--- config.mk ---
export PLATFORM = sky130hd
export DESIGN_NAME = udp_receive_check_and_port_demux_core
export DESIGN_NICKNAME = d
export VERILOG_FILES = /design/src/udprx_pkg.sv /design/src/udprx_csum.sv /design/src/udprx_ports.sv /design/src/udp_receive_check_and_port_demux_core.sv
export SDC_FILE = /design/constraint.sdc
export NUM_CORES = 1
export LEC_CHECK = 0
export ABC_AREA = 1
export BUFFER_PORTS_ARGS = -buffer_cell sky130_fd_sc_hd__buf_2
export CAP_MARGIN = 20
export CORE_ASPECT_RATIO = 1.75
export CORE_MARGIN = 3
export CORE_UTILIZATION = 45
export DETAILED_ROUTE_END_ITERATION = 16
export HOLD_SLACK_MARGIN = 0.02
export SLEW_MARGIN = 10
export SYNTH_ARGS = -nofsm -noshare
export SYNTH_HDL_FRONTEND = slang
export SYNTH_HIERARCHICAL = 1
export SYNTH_SLANG_ARGS = --single-unit
--- constraint.sdc ---
create_clock -name i_clk -period 8.4 [get_ports i_clk]
set_input_delay 0 -clock i_clk [delete_from_list [all_inputs] [get_ports i_clk]]
set_output_delay 0 -clock i_clk [all_outputs]
set_load 0.01 [all_outputs]
--- src/udprx_pkg.sv ---
package udprx_pkg;

    // Operation codes on the input channel
    typedef enum logic [1:0] {
        OP_BYTE  = 2'd0,
        OP_OPEN  = 2'd1,
        OP_CLOSE = 2'd2,
        OP_NONE  = 2'd3
    } t_op;

    // Verdict codes on the result channel
    typedef enum logic [2:0] {
        VERD_OPENED    = 3'd0,
        VERD_FULL      = 3'd1,
        VERD_CLOSED    = 3'd2,
        VERD_LEN_ERR   = 3'd3,
        VERD_CSUM_ERR  = 3'd4,
        VERD_DELIVERED = 3'd5,
        VERD_UNREACH   = 3'd6
    } t_verdict;

    localparam int unsigned SLOT_W    = 6;
    localparam int unsigned HDR_BYTES = 8;
    localparam logic [15:0] PROTO_UDP = 16'd17;

    // Datagram engine outcome for the current beat
    typedef struct packed {
        logic        len_err;
        logic        csum_err;
        logic [15:0] sender_port;
        logic [15:0] target_port;
        logic [15:0] received_sum;
        logic [15:0] computed_sum;
    } t_dg_res;

    // Port table outcome for the current beat
    typedef struct packed {
        logic              oc_full;
        logic [SLOT_W-1:0] oc_slot;
        logic              dl_hit;
        logic [SLOT_W-1:0] dl_slot;
    } t_port_res;

endpackage

--- src/udprx_csum.sv ---
module udprx_csum
    import udprx_pkg::*;
(
    input  logic        i_clk,
    input  logic        i_rst_n,
    input  logic        i_fire,
    input  logic [7:0]  i_data_byte,
    input  logic        i_last,
    input  logic [31:0] i_source_address,
    input  logic [31:0] i_local_ip,
    output t_dg_res     o_res
);

    logic [15:0] r_sum, n_sum;
    logic [15:0] r_count, n_count;
    logic [7:0]  r_pend, n_pend;
    logic        r_phase, n_phase;
    logic [15:0] r_hdr [4];
    logic [15:0] n_hdr [4];

    logic        w_in_hdr;
    logic [7:0]  w_byte;
    logic [15:0] w_word;
    logic [16:0] w_pair;
    logic [18:0] w_tree;
    logic [16:0] w_fold1;
    logic [15:0] w_fold2;
    logic [15:0] w_cs;
    logic        w_short;

    assign w_in_hdr = (r_count[15:3] == 13'd0);
    // checksum word counts as zero in the sum
    assign w_byte   = (w_in_hdr && r_count[2:1] == 2'd3) ? 8'd0 : i_data_byte;
    // word this byte contributes: completes a pair, or high byte padded with zero
    assign w_word   = r_phase ? {r_pend, w_byte} : {w_byte, 8'd0};
    assign w_pair   = 17'(r_sum) + 17'({r_pend, w_byte});

    // header capture, byte count and running sum for this beat
    always_comb begin
        for (int k = 0; k < 4; k++) begin
            n_hdr[k] = r_hdr[k];
        end
        if (w_in_hdr) begin
            if (!r_count[0]) begin
                n_hdr[r_count[2:1]][15:8] = i_data_byte;
            end else begin
                n_hdr[r_count[2:1]][7:0] = i_data_byte;
            end
        end
        n_count = (r_count == 16'hFFFF) ? r_count : r_count + 16'd1;
        if (!r_phase) begin
            n_sum   = r_sum;
            n_pend  = w_byte;
            n_phase = 1'b1;
        end else begin
            n_sum   = w_pair[15:0] + 16'(w_pair[16]);
            n_pend  = 8'd0;
            n_phase = 1'b0;
        end
    end

    // final ones'-complement sum: adder tree with end-around fold
    assign w_tree  = 19'(r_sum) + 19'(w_word)
                   + 19'(i_source_address[31:16]) + 19'(i_source_address[15:0])
                   + 19'(i_local_ip[31:16]) + 19'(i_local_ip[15:0])
                   + 19'(PROTO_UDP) + 19'(n_hdr[2]);
    assign w_fold1 = 17'(w_tree[15:0]) + 17'(w_tree[18:16]);
    assign w_fold2 = w_fold1[15:0] + 16'(w_fold1[16]);
    assign w_cs    = ~w_fold2;

    assign w_short = (r_count < 16'(HDR_BYTES - 1)) || (n_hdr[2] < 16'(HDR_BYTES));

    always_comb begin
        o_res.len_err      = w_short;
        o_res.csum_err     = (w_cs != n_hdr[3]);
        o_res.sender_port  = n_hdr[0];
        o_res.target_port  = n_hdr[1];
        o_res.received_sum = n_hdr[3];
        o_res.computed_sum = w_short ? 16'd0 : w_cs;
    end

    // datagram state; a last byte returns it to reset
    always_ff @(posedge i_clk) begin
        if (!i_rst_n) begin
            r_sum   <= '0;
            r_count <= '0;
            r_pend  <= '0;
            r_phase <= 1'b0;
            for (int k = 0; k < 4; k++) begin
                r_hdr[k] <= '0;
            end
        end else if (i_fire) begin
            if (i_last) begin
                r_sum   <= '0;
                r_count <= '0;
                r_pend  <= '0;
                r_phase <= 1'b0;
                for (int k = 0; k < 4; k++) begin
                    r_hdr[k] <= '0;
                end
            end else begin
                r_sum   <= n_sum;
                r_count <= n_count;
                r_pend  <= n_pend;
                r_phase <= n_phase;
                for (int k = 0; k < 4; k++) begin
                    r_hdr[k] <= n_hdr[k];
                end
            end
        end
    end

endmodule

--- src/udprx_ports.sv ---
module udprx_ports
    import udprx_pkg::*;
#(
    parameter int unsigned NUM_SLOTS = 16
) (
    input  logic        i_clk,
    input  logic        i_rst_n,
    input  logic        i_open,
    input  logic        i_close,
    input  logic [15:0] i_port_number,
    input  logic [15:0] i_lookup_port,
    output t_port_res   o_res
);

    localparam int unsigned IDX_W = (NUM_SLOTS > 1) ? $clog2(NUM_SLOTS) : 1;

    logic [15:0]          r_port [NUM_SLOTS];
    logic [NUM_SLOTS-1:0] r_valid;

    logic [NUM_SLOTS-1:0] w_match, w_free, w_dl;
    logic [IDX_W-1:0]     w_match_idx, w_free_idx, w_dl_idx;
    logic                 w_any_match, w_any_free;

    // parallel compare against every slot
    always_comb begin
        for (int k = 0; k < NUM_SLOTS; k++) begin
            w_match[k] = (r_port[k] == i_port_number);
            w_free[k]  = !r_valid[k];
            w_dl[k]    = r_valid[k] && (r_port[k] == i_lookup_port);
        end
    end

    // lowest-index priority encoders
    always_comb begin
        w_match_idx = '0;
        w_free_idx  = '0;
        w_dl_idx    = '0;
        for (int k = NUM_SLOTS - 1; k >= 0; k--) begin
            if (w_match[k]) w_match_idx = IDX_W'(k);
            if (w_free[k])  w_free_idx  = IDX_W'(k);
            if (w_dl[k])    w_dl_idx    = IDX_W'(k);
        end
    end

    assign w_any_match = |w_match;
    assign w_any_free  = |w_free;

    always_comb begin
        o_res.oc_full = 1'b0;
        o_res.oc_slot = '0;
        if (i_open) begin
            if (w_any_match) begin
                o_res.oc_slot = SLOT_W'(w_match_idx);
            end else if (w_any_free) begin
                o_res.oc_slot = SLOT_W'(w_free_idx);
            end else begin
                o_res.oc_full = 1'b1;
            end
        end else if (w_any_match) begin
            o_res.oc_slot = SLOT_W'(w_match_idx);
        end
        o_res.dl_hit  = |w_dl;
        o_res.dl_slot = (|w_dl) ? SLOT_W'(w_dl_idx) : '0;
    end

    // table update for open and close beats
    always_ff @(posedge i_clk) begin
        if (!i_rst_n) begin
            r_valid <= '0;
            for (int k = 0; k < NUM_SLOTS; k++) begin
                r_port[k] <= '0;
            end
        end else if (i_open) begin
            if (w_any_match) begin
                r_valid[w_match_idx] <= 1'b1;
            end else if (w_any_free) begin
                r_valid[w_free_idx] <= 1'b1;
                r_port[w_free_idx]  <= i_port_number;
            end
        end else if (i_close) begin
            r_valid <= r_valid & ~w_match;
        end
    end

endmodule

--- src/udp_receive_check_and_port_demux_core.sv ---
// Pipeline: two register stages; a beat accepted into the input register passes its result
//   to the output register, which drives the outputs.
// Throughput: one beat per cycle; the input register stalls only while the output
//   register holds a result that the sink is stalling.
// Reset (i_rst_n, synchronous): datagram state, port table, local IP and both
//   handshake stages clear at once; no clearing pass.
module udp_receive_check_and_port_demux_core
    import udprx_pkg::*;
#(
    parameter int unsigned NUM_SLOTS = 16
) (
    input  logic        i_clk,
    input  logic        i_rst_n,
    // input channel
    input  logic        i_valid,
    output logic        o_stall,
    input  logic [1:0]  i_operation,
    input  logic [7:0]  i_data_byte,
    input  logic        i_last,
    input  logic [31:0] i_source_address,
    input  logic [15:0] i_port_number,
    // configuration channel
    input  logic        i_cfg_valid,
    output logic        o_cfg_ready,
    input  logic [31:0] i_cfg_local_ip,
    // result channel
    output logic        o_valid,
    input  logic        i_stall,
    output logic [2:0]  o_verdict,
    output logic [5:0]  o_slot,
    output logic [15:0] o_sender_port,
    output logic [15:0] o_target_port,
    output logic [15:0] o_received_sum,
    output logic [15:0] o_computed_sum
);

    logic [31:0] r_local_ip;

    // input register
    logic        r_in_valid;
    logic [1:0]  r_in_op;
    logic [7:0]  r_in_byte;
    logic        r_in_last;
    logic [31:0] r_in_src;
    logic [15:0] r_in_port;

    // output register
    logic        r_out_valid;
    logic [2:0]  r_out_verdict;
    logic [5:0]  r_out_slot;
    logic [15:0] r_out_sp, r_out_dp, r_out_rx, r_out_cs;

    t_op         w_op;
    logic        w_has_res, w_out_free, w_adv, w_accept;
    t_dg_res     w_dg;
    t_port_res   w_pt;
    t_verdict    n_verdict;
    logic [5:0]  n_slot;
    logic [15:0] n_sp, n_dp, n_rx, n_cs;

    assign w_op = t_op'(r_in_op);

    always_comb begin
        unique case (w_op)
            OP_BYTE:  w_has_res = r_in_last;
            OP_OPEN:  w_has_res = 1'b1;
            OP_CLOSE: w_has_res = 1'b1;
            OP_NONE:  w_has_res = 1'b0;
            default:  w_has_res = 1'b0;
        endcase
    end

    // handshake: beats without a result never wait on the sink
    assign w_out_free = !r_out_valid || !i_stall;
    assign w_adv      = r_in_valid && (w_out_free || !w_has_res);
    assign o_stall    = r_in_valid && !w_adv;
    assign w_accept   = i_valid && !o_stall;
    assign o_cfg_ready = 1'b1;

    udprx_csum u_csum (
        .i_clk            (i_clk),
        .i_rst_n          (i_rst_n),
        .i_fire           (w_adv && (w_op == OP_BYTE)),
        .i_data_byte      (r_in_byte),
        .i_last           (r_in_last),
        .i_source_address (r_in_src),
        .i_local_ip       (r_local_ip),
        .o_res            (w_dg)
    );

    udprx_ports #(
        .NUM_SLOTS (NUM_SLOTS)
    ) u_ports (
        .i_clk         (i_clk),
        .i_rst_n       (i_rst_n),
        .i_open        (w_adv && (w_op == OP_OPEN)),
        .i_close       (w_adv && (w_op == OP_CLOSE)),
        .i_port_number (r_in_port),
        .i_lookup_port (w_dg.target_port),
        .o_res         (w_pt)
    );

    // result assembly
    always_comb begin
        n_verdict = VERD_OPENED;
        n_slot    = '0;
        n_sp      = '0;
        n_dp      = '0;
        n_rx      = '0;
        n_cs      = '0;
        unique case (w_op)
            OP_OPEN: begin
                n_verdict = w_pt.oc_full ? VERD_FULL : VERD_OPENED;
                n_slot    = w_pt.oc_slot;
            end
            OP_CLOSE: begin
                n_verdict = VERD_CLOSED;
                n_slot    = w_pt.oc_slot;
            end
            OP_BYTE: begin
                n_sp = w_dg.sender_port;
                n_dp = w_dg.target_port;
                n_rx = w_dg.received_sum;
                n_cs = w_dg.computed_sum;
                priority if (w_dg.len_err) begin
                    n_verdict = VERD_LEN_ERR;
                end else if (w_dg.csum_err) begin
                    n_verdict = VERD_CSUM_ERR;
                end else if (w_pt.dl_hit) begin
                    n_verdict = VERD_DELIVERED;
                    n_slot    = w_pt.dl_slot;
                end else begin
                    n_verdict = VERD_UNREACH;
                end
            end
            default: begin
                n_verdict = VERD_OPENED;
            end
        endcase
    end

    // configuration register
    always_ff @(posedge i_clk) begin
        if (!i_rst_n) begin
            r_local_ip <= '0;
        end else if (i_cfg_valid && o_cfg_ready) begin
            r_local_ip <= i_cfg_local_ip;
        end
    end

    // input register
    always_ff @(posedge i_clk) begin
        if (!i_rst_n) begin
            r_in_valid <= 1'b0;
        end else if (w_accept) begin
            r_in_valid <= 1'b1;
        end else if (w_adv) begin
            r_in_valid <= 1'b0;
        end
    end

    always_ff @(posedge i_clk) begin
        if (w_accept) begin
            r_in_op   <= i_operation;
            r_in_byte <= i_data_byte;
            r_in_last <= i_last;
            r_in_src  <= i_source_address;
            r_in_port <= i_port_number;
        end
    end

    // output register
    always_ff @(posedge i_clk) begin
        if (!i_rst_n) begin
            r_out_valid <= 1'b0;
        end else if (w_adv && w_has_res) begin
            r_out_valid <= 1'b1;
        end else if (r_out_valid && !i_stall) begin
            r_out_valid <= 1'b0;
        end
    end

    always_ff @(posedge i_clk) begin
        if (w_adv && w_has_res) begin
            r_out_verdict <= n_verdict;
            r_out_slot    <= n_slot;
            r_out_sp      <= n_sp;
            r_out_dp      <= n_dp;
            r_out_rx      <= n_rx;
            r_out_cs      <= n_cs;
        end
    end

    assign o_valid        = r_out_valid;
    assign o_verdict      = r_out_verdict;
    assign o_slot         = r_out_slot;
    assign o_sender_port  = r_out_sp;
    assign o_target_port  = r_out_dp;
    assign o_received_sum = r_out_rx;
    assign o_computed_sum = r_out_cs;

endmodule
==> flow_summary.json <==
{
  "p_leak_uw": 0.01890,
  "wl_met3_um": 9212,
  "drv_cap": 0,
  "crit_required_ns": 8.87,
  "slew_headroom_pct": 28.03,
  "ys_top_cells_by_count": "nand2_1 (854), inv_1 (604), nor2_1 (515)",
  "cts_made_buffers": 53,
  "insertion_delay_ns": 0.65,
  "critical_path.top_delay_family": "buffers and inverters",
  "finalSetupTns_ns": -4.071,
  "violations": "setup timing",
  "yosys_warnings": 6,
  "ios": 172,
  "final_max_slew_viol_count": 0,
  "p_int_uw": 5745,
  "vias": 31610,
  "die_x_um": 215.7,
  "drt_pass1_iterations": 5,
  "core_um2": 76290,
  "cts.sinks": 543,
  "wire_per_inst_um": 23.45,
  "synthToLayoutAreaGrowth_pct": 22.19,
  "worstPathArrival_ns": 9.61,
  "grt_setup_unrepaired": "true",
  "ys_ff_latch": 543,
  "initial_core_util_pct": 45.39,
  "synthTopCellsByArea": "edfxtp_1 (38%), nand2_1 (9.3%), inv_1 (6.5%)",
  "post-place-ws_ns": -0.9912,
  "path_max_fanout": 6,
  "top_layer_used": "met5",
  "grt_pass1_wl_um": 195500,
  "share_comb_of_total_power_pct": 39.9,
  "grt_max_degree": 67,
  "globalRouteOverflowTotal": 0,
  "syn_area_um2": 34630,
  "drt-total-wl_um": 134700,
  "crit_path_top_delay_cell": "dfxtp_2",
  "power.density_nw_per_um2": 216.9,
  "endpoint_kind": "register",
  "cts_tree": "built",
  "seq_power_share_pct": 33.7,
  "gp_congestion": 0.9998,
  "totalPowerFinal_uw": 9177,
  "routed_via_density": 5.503,
  "swShare_pct": 37.40,
  "design_area_um2": 42310,
  "p_switching_uw": 3432,
  "clock-root-buffer": "clkbuf_16",
  "yosysTopAreaCell": "edfxtp_1",
  "max-clock-path-buffers": 3,
  "skew_ns": 0.03019,
  "drc": 0,
  "start_kind": "register",
  "htreeDepth": 2,
  "hold_viol_final": 0,
  "hpwlAfterDp_um": 93240,
  "run_status": "finished, violations left",
  "drive_gt1_share_pct": 20.96,
  "wl_met1_um": 44910,
  "syn_area_per_cell_um2": 8.401,
  "period_needed_ns": 9.141,
  "row_count": 134,
  "port_buffers": 170,
  "synth.most_common_cell": "nand2_1",
  "clk_pin_slew_worst_paths_ns": 0.07,
  "synth_top_area_share_pct": 37.81,
  "fillerInstances": 6876,
  "drt_iter0_drc": 2769,
  "ys_seq_area_share_pct": 43.99,
  "min_period_over_period_pct": 108.8,
  "crit_top_cell": "buf_4",
  "finalWorstSetupSlack_ns": -0.7410,
  "ys.flop_type": "edfxtp_1",
  "setup_viol": 6,
  "wl_met2_um": 66140,
  "synthArstFlopShare_pct": 0,
  "synth_edf_count": 436,
  "final_core_util_pct": 55.46,
  "die-area_um2": 80450,
  "grt_pass1_vias": 31570,
  "syn_inst": 4122,
  "worstHoldPathType": "in -> reg",
  "postRouteAntennaNets": 0,
  "path_buf_inv": 53,
  "antenna_cells": 0,
  "placed_cell_area_um2": 37390,
  "grtUsageTotal_pct": 32.73,
  "ir_worst_vdd_uv": 175.0,
  "max_freq_mhz": 109.4,
  "clock_power_share_pct": 26.4,
  "antenna_found_initial": 1,
  "num-nets-final": 4921,
  "fp.dieH_um": 373.0,
  "tightest_slew_ns": 1.078,
  "critical-path-max-stage-delay_ns": 0.34,
  "yosysUniqueCellTypes": 62,
  "crit_type": "reg -> reg"
}
==> kinds of logic (layout without fill, tap and decap cells) <==
logic type / Yosys count / count (layout) / share of synthesized area [%]
other: 2 / 5 / 0.02169
AOI/OAI and AO/OA: 490 / 490 / 8.368
DFF: 543 / 543 / 43.99
adders and majority gates: 145 / 145 / 6.930
and+or+nand+nor: 1877 / 1878 / 24.23
buffers and inverters: 810 / 1408 / 10.01
xor gates and xnor gates: 255 / 255 / 6.450
==> cell type report <==
class | instances | area, um2 | area share (%)
clock inverter | 38 | 319.1 | 0.7541
timing repair buffer | 669 | 5037 | 11.91
sequential | 543 | 15240 | 36.02
tap | 1020 | 1276 | 3.016
clock buffer | 61 | 1388 | 3.279
multi-input combinational | 2773 | 16650 | 39.34
inverter | 640 | 2406 | 5.686
==> power groups by stage <==
| stage | registers (uW) | clock network (uW) | logic, uW |
|---|---|---|---|
| floorplan | 3130 | 0 | 1810 |
| global placement | 3150 | 0 | 3020 |
| detailed placement | 3150 | 0 | 3050 |
| CTS | 3090 | 2470 | 3410 |
| global route | 3100 | 2560 | 3940 |
| finish | 3090 | 2420 | 3660 |
==> through the flow <==
stage	hold slack, ns	cells
after floorplan	0.09887	4125
after global placement	0.1772	5356
after detailed placement	0.1781	5356
after CTS	0.03736	5736
after global routing	0.06324	5744
final	0.06600	5744
==> per-layer routing <==
layer  GRT usage [%]  vias to the layer above
li1                -                    14490
met4           28.00                        2
met2           57.74                     1515
met5               0                        -
met3           5.205                      642
met1           33.55                    14960
==> state kept, by name, indices dropped and copies added (netlist names), 8 cells and up <==
register / count
o_computed_sum: 16
o_received_sum: 16
o_sender_port: 16
o_target_port: 16
r_in_byte: 8
r_in_port: 16
r_in_src: 32
r_local_ip: 32
u_csum/r_count: 16
u_csum/r_hdr: 64
u_csum/r_pend: 8
u_csum/r_sum: 16
u_ports/r_port: 256
u_ports/r_valid: 16
==> final timing paths <==
kind / start / to / slack (ns) / cells after the start
max: u_csum/r_count[14]$_SDFFE_PN0P_ / o_slot[1]$_DFFE_PP_ / -0.74 / 72
min: i_port_number[12] / r_in_port[12]$_DFFE_PP_ / 0.07 / 2
max reg2reg: u_csum/r_count[14]$_SDFFE_PN0P_ / o_slot[1]$_DFFE_PP_ / -0.74 / 72
min reg2reg: u_csum/r_hdr[2][4]$_SDFFE_PP0P_ / u_csum/r_hdr[2][4]$_SDFFE_PP0P_ / 0.47 / 2
==> cell usage in the layout (no fill, tap or decap), drive strengths merged, types with 3 or more instances in the layout <==
cell type / count
nor4: 47
edfxtp: 436
o31ai: 3
a21o: 3
or2: 40
a211oi: 23
clkinv: 39
nand3: 153
a2111oi: 3
a22o: 8
clkbuf: 61
a32o: 3
xor2: 125
buf: 542
fa: 78
nor2: 617
xnor2: 130
nor3: 36
o21ai: 151
o22ai: 63
inv: 632
o21a: 3
a31oi: 8
a21oi: 161
o2111ai: 8
conb: 5
dfxtp: 107
bufinv: 5
a221o: 6
o21bai: 10
dlygate4sd3: 127
nand4: 95
nor3b: 4
a221oi: 30
nand2: 880
ha: 67
nand3b: 4
==> worst reg2reg max path, delay by kind of cell, from the launching register on <==
family	cells	cell delay [ns]
compound gates	1	0.16
buf+inv	53	6.53
flops	1	0.34
simple gates	18	1.99
==> timing repair <==
| item | in CTS | in global routing |
|---|---|---|
| endpoints found under the setup margin | 15 | 23 |
| buffers inserted | 153 | 13 |
| gates resized for setup | 118 | 74 |
| hold buffers | 127 | 0 |
| gates cloned | 2 | 0 |
| endpoints found under the hold margin | 95 | 0 |
| pin swaps | 42 | 26 |
(Power assumes the default switching activity.)
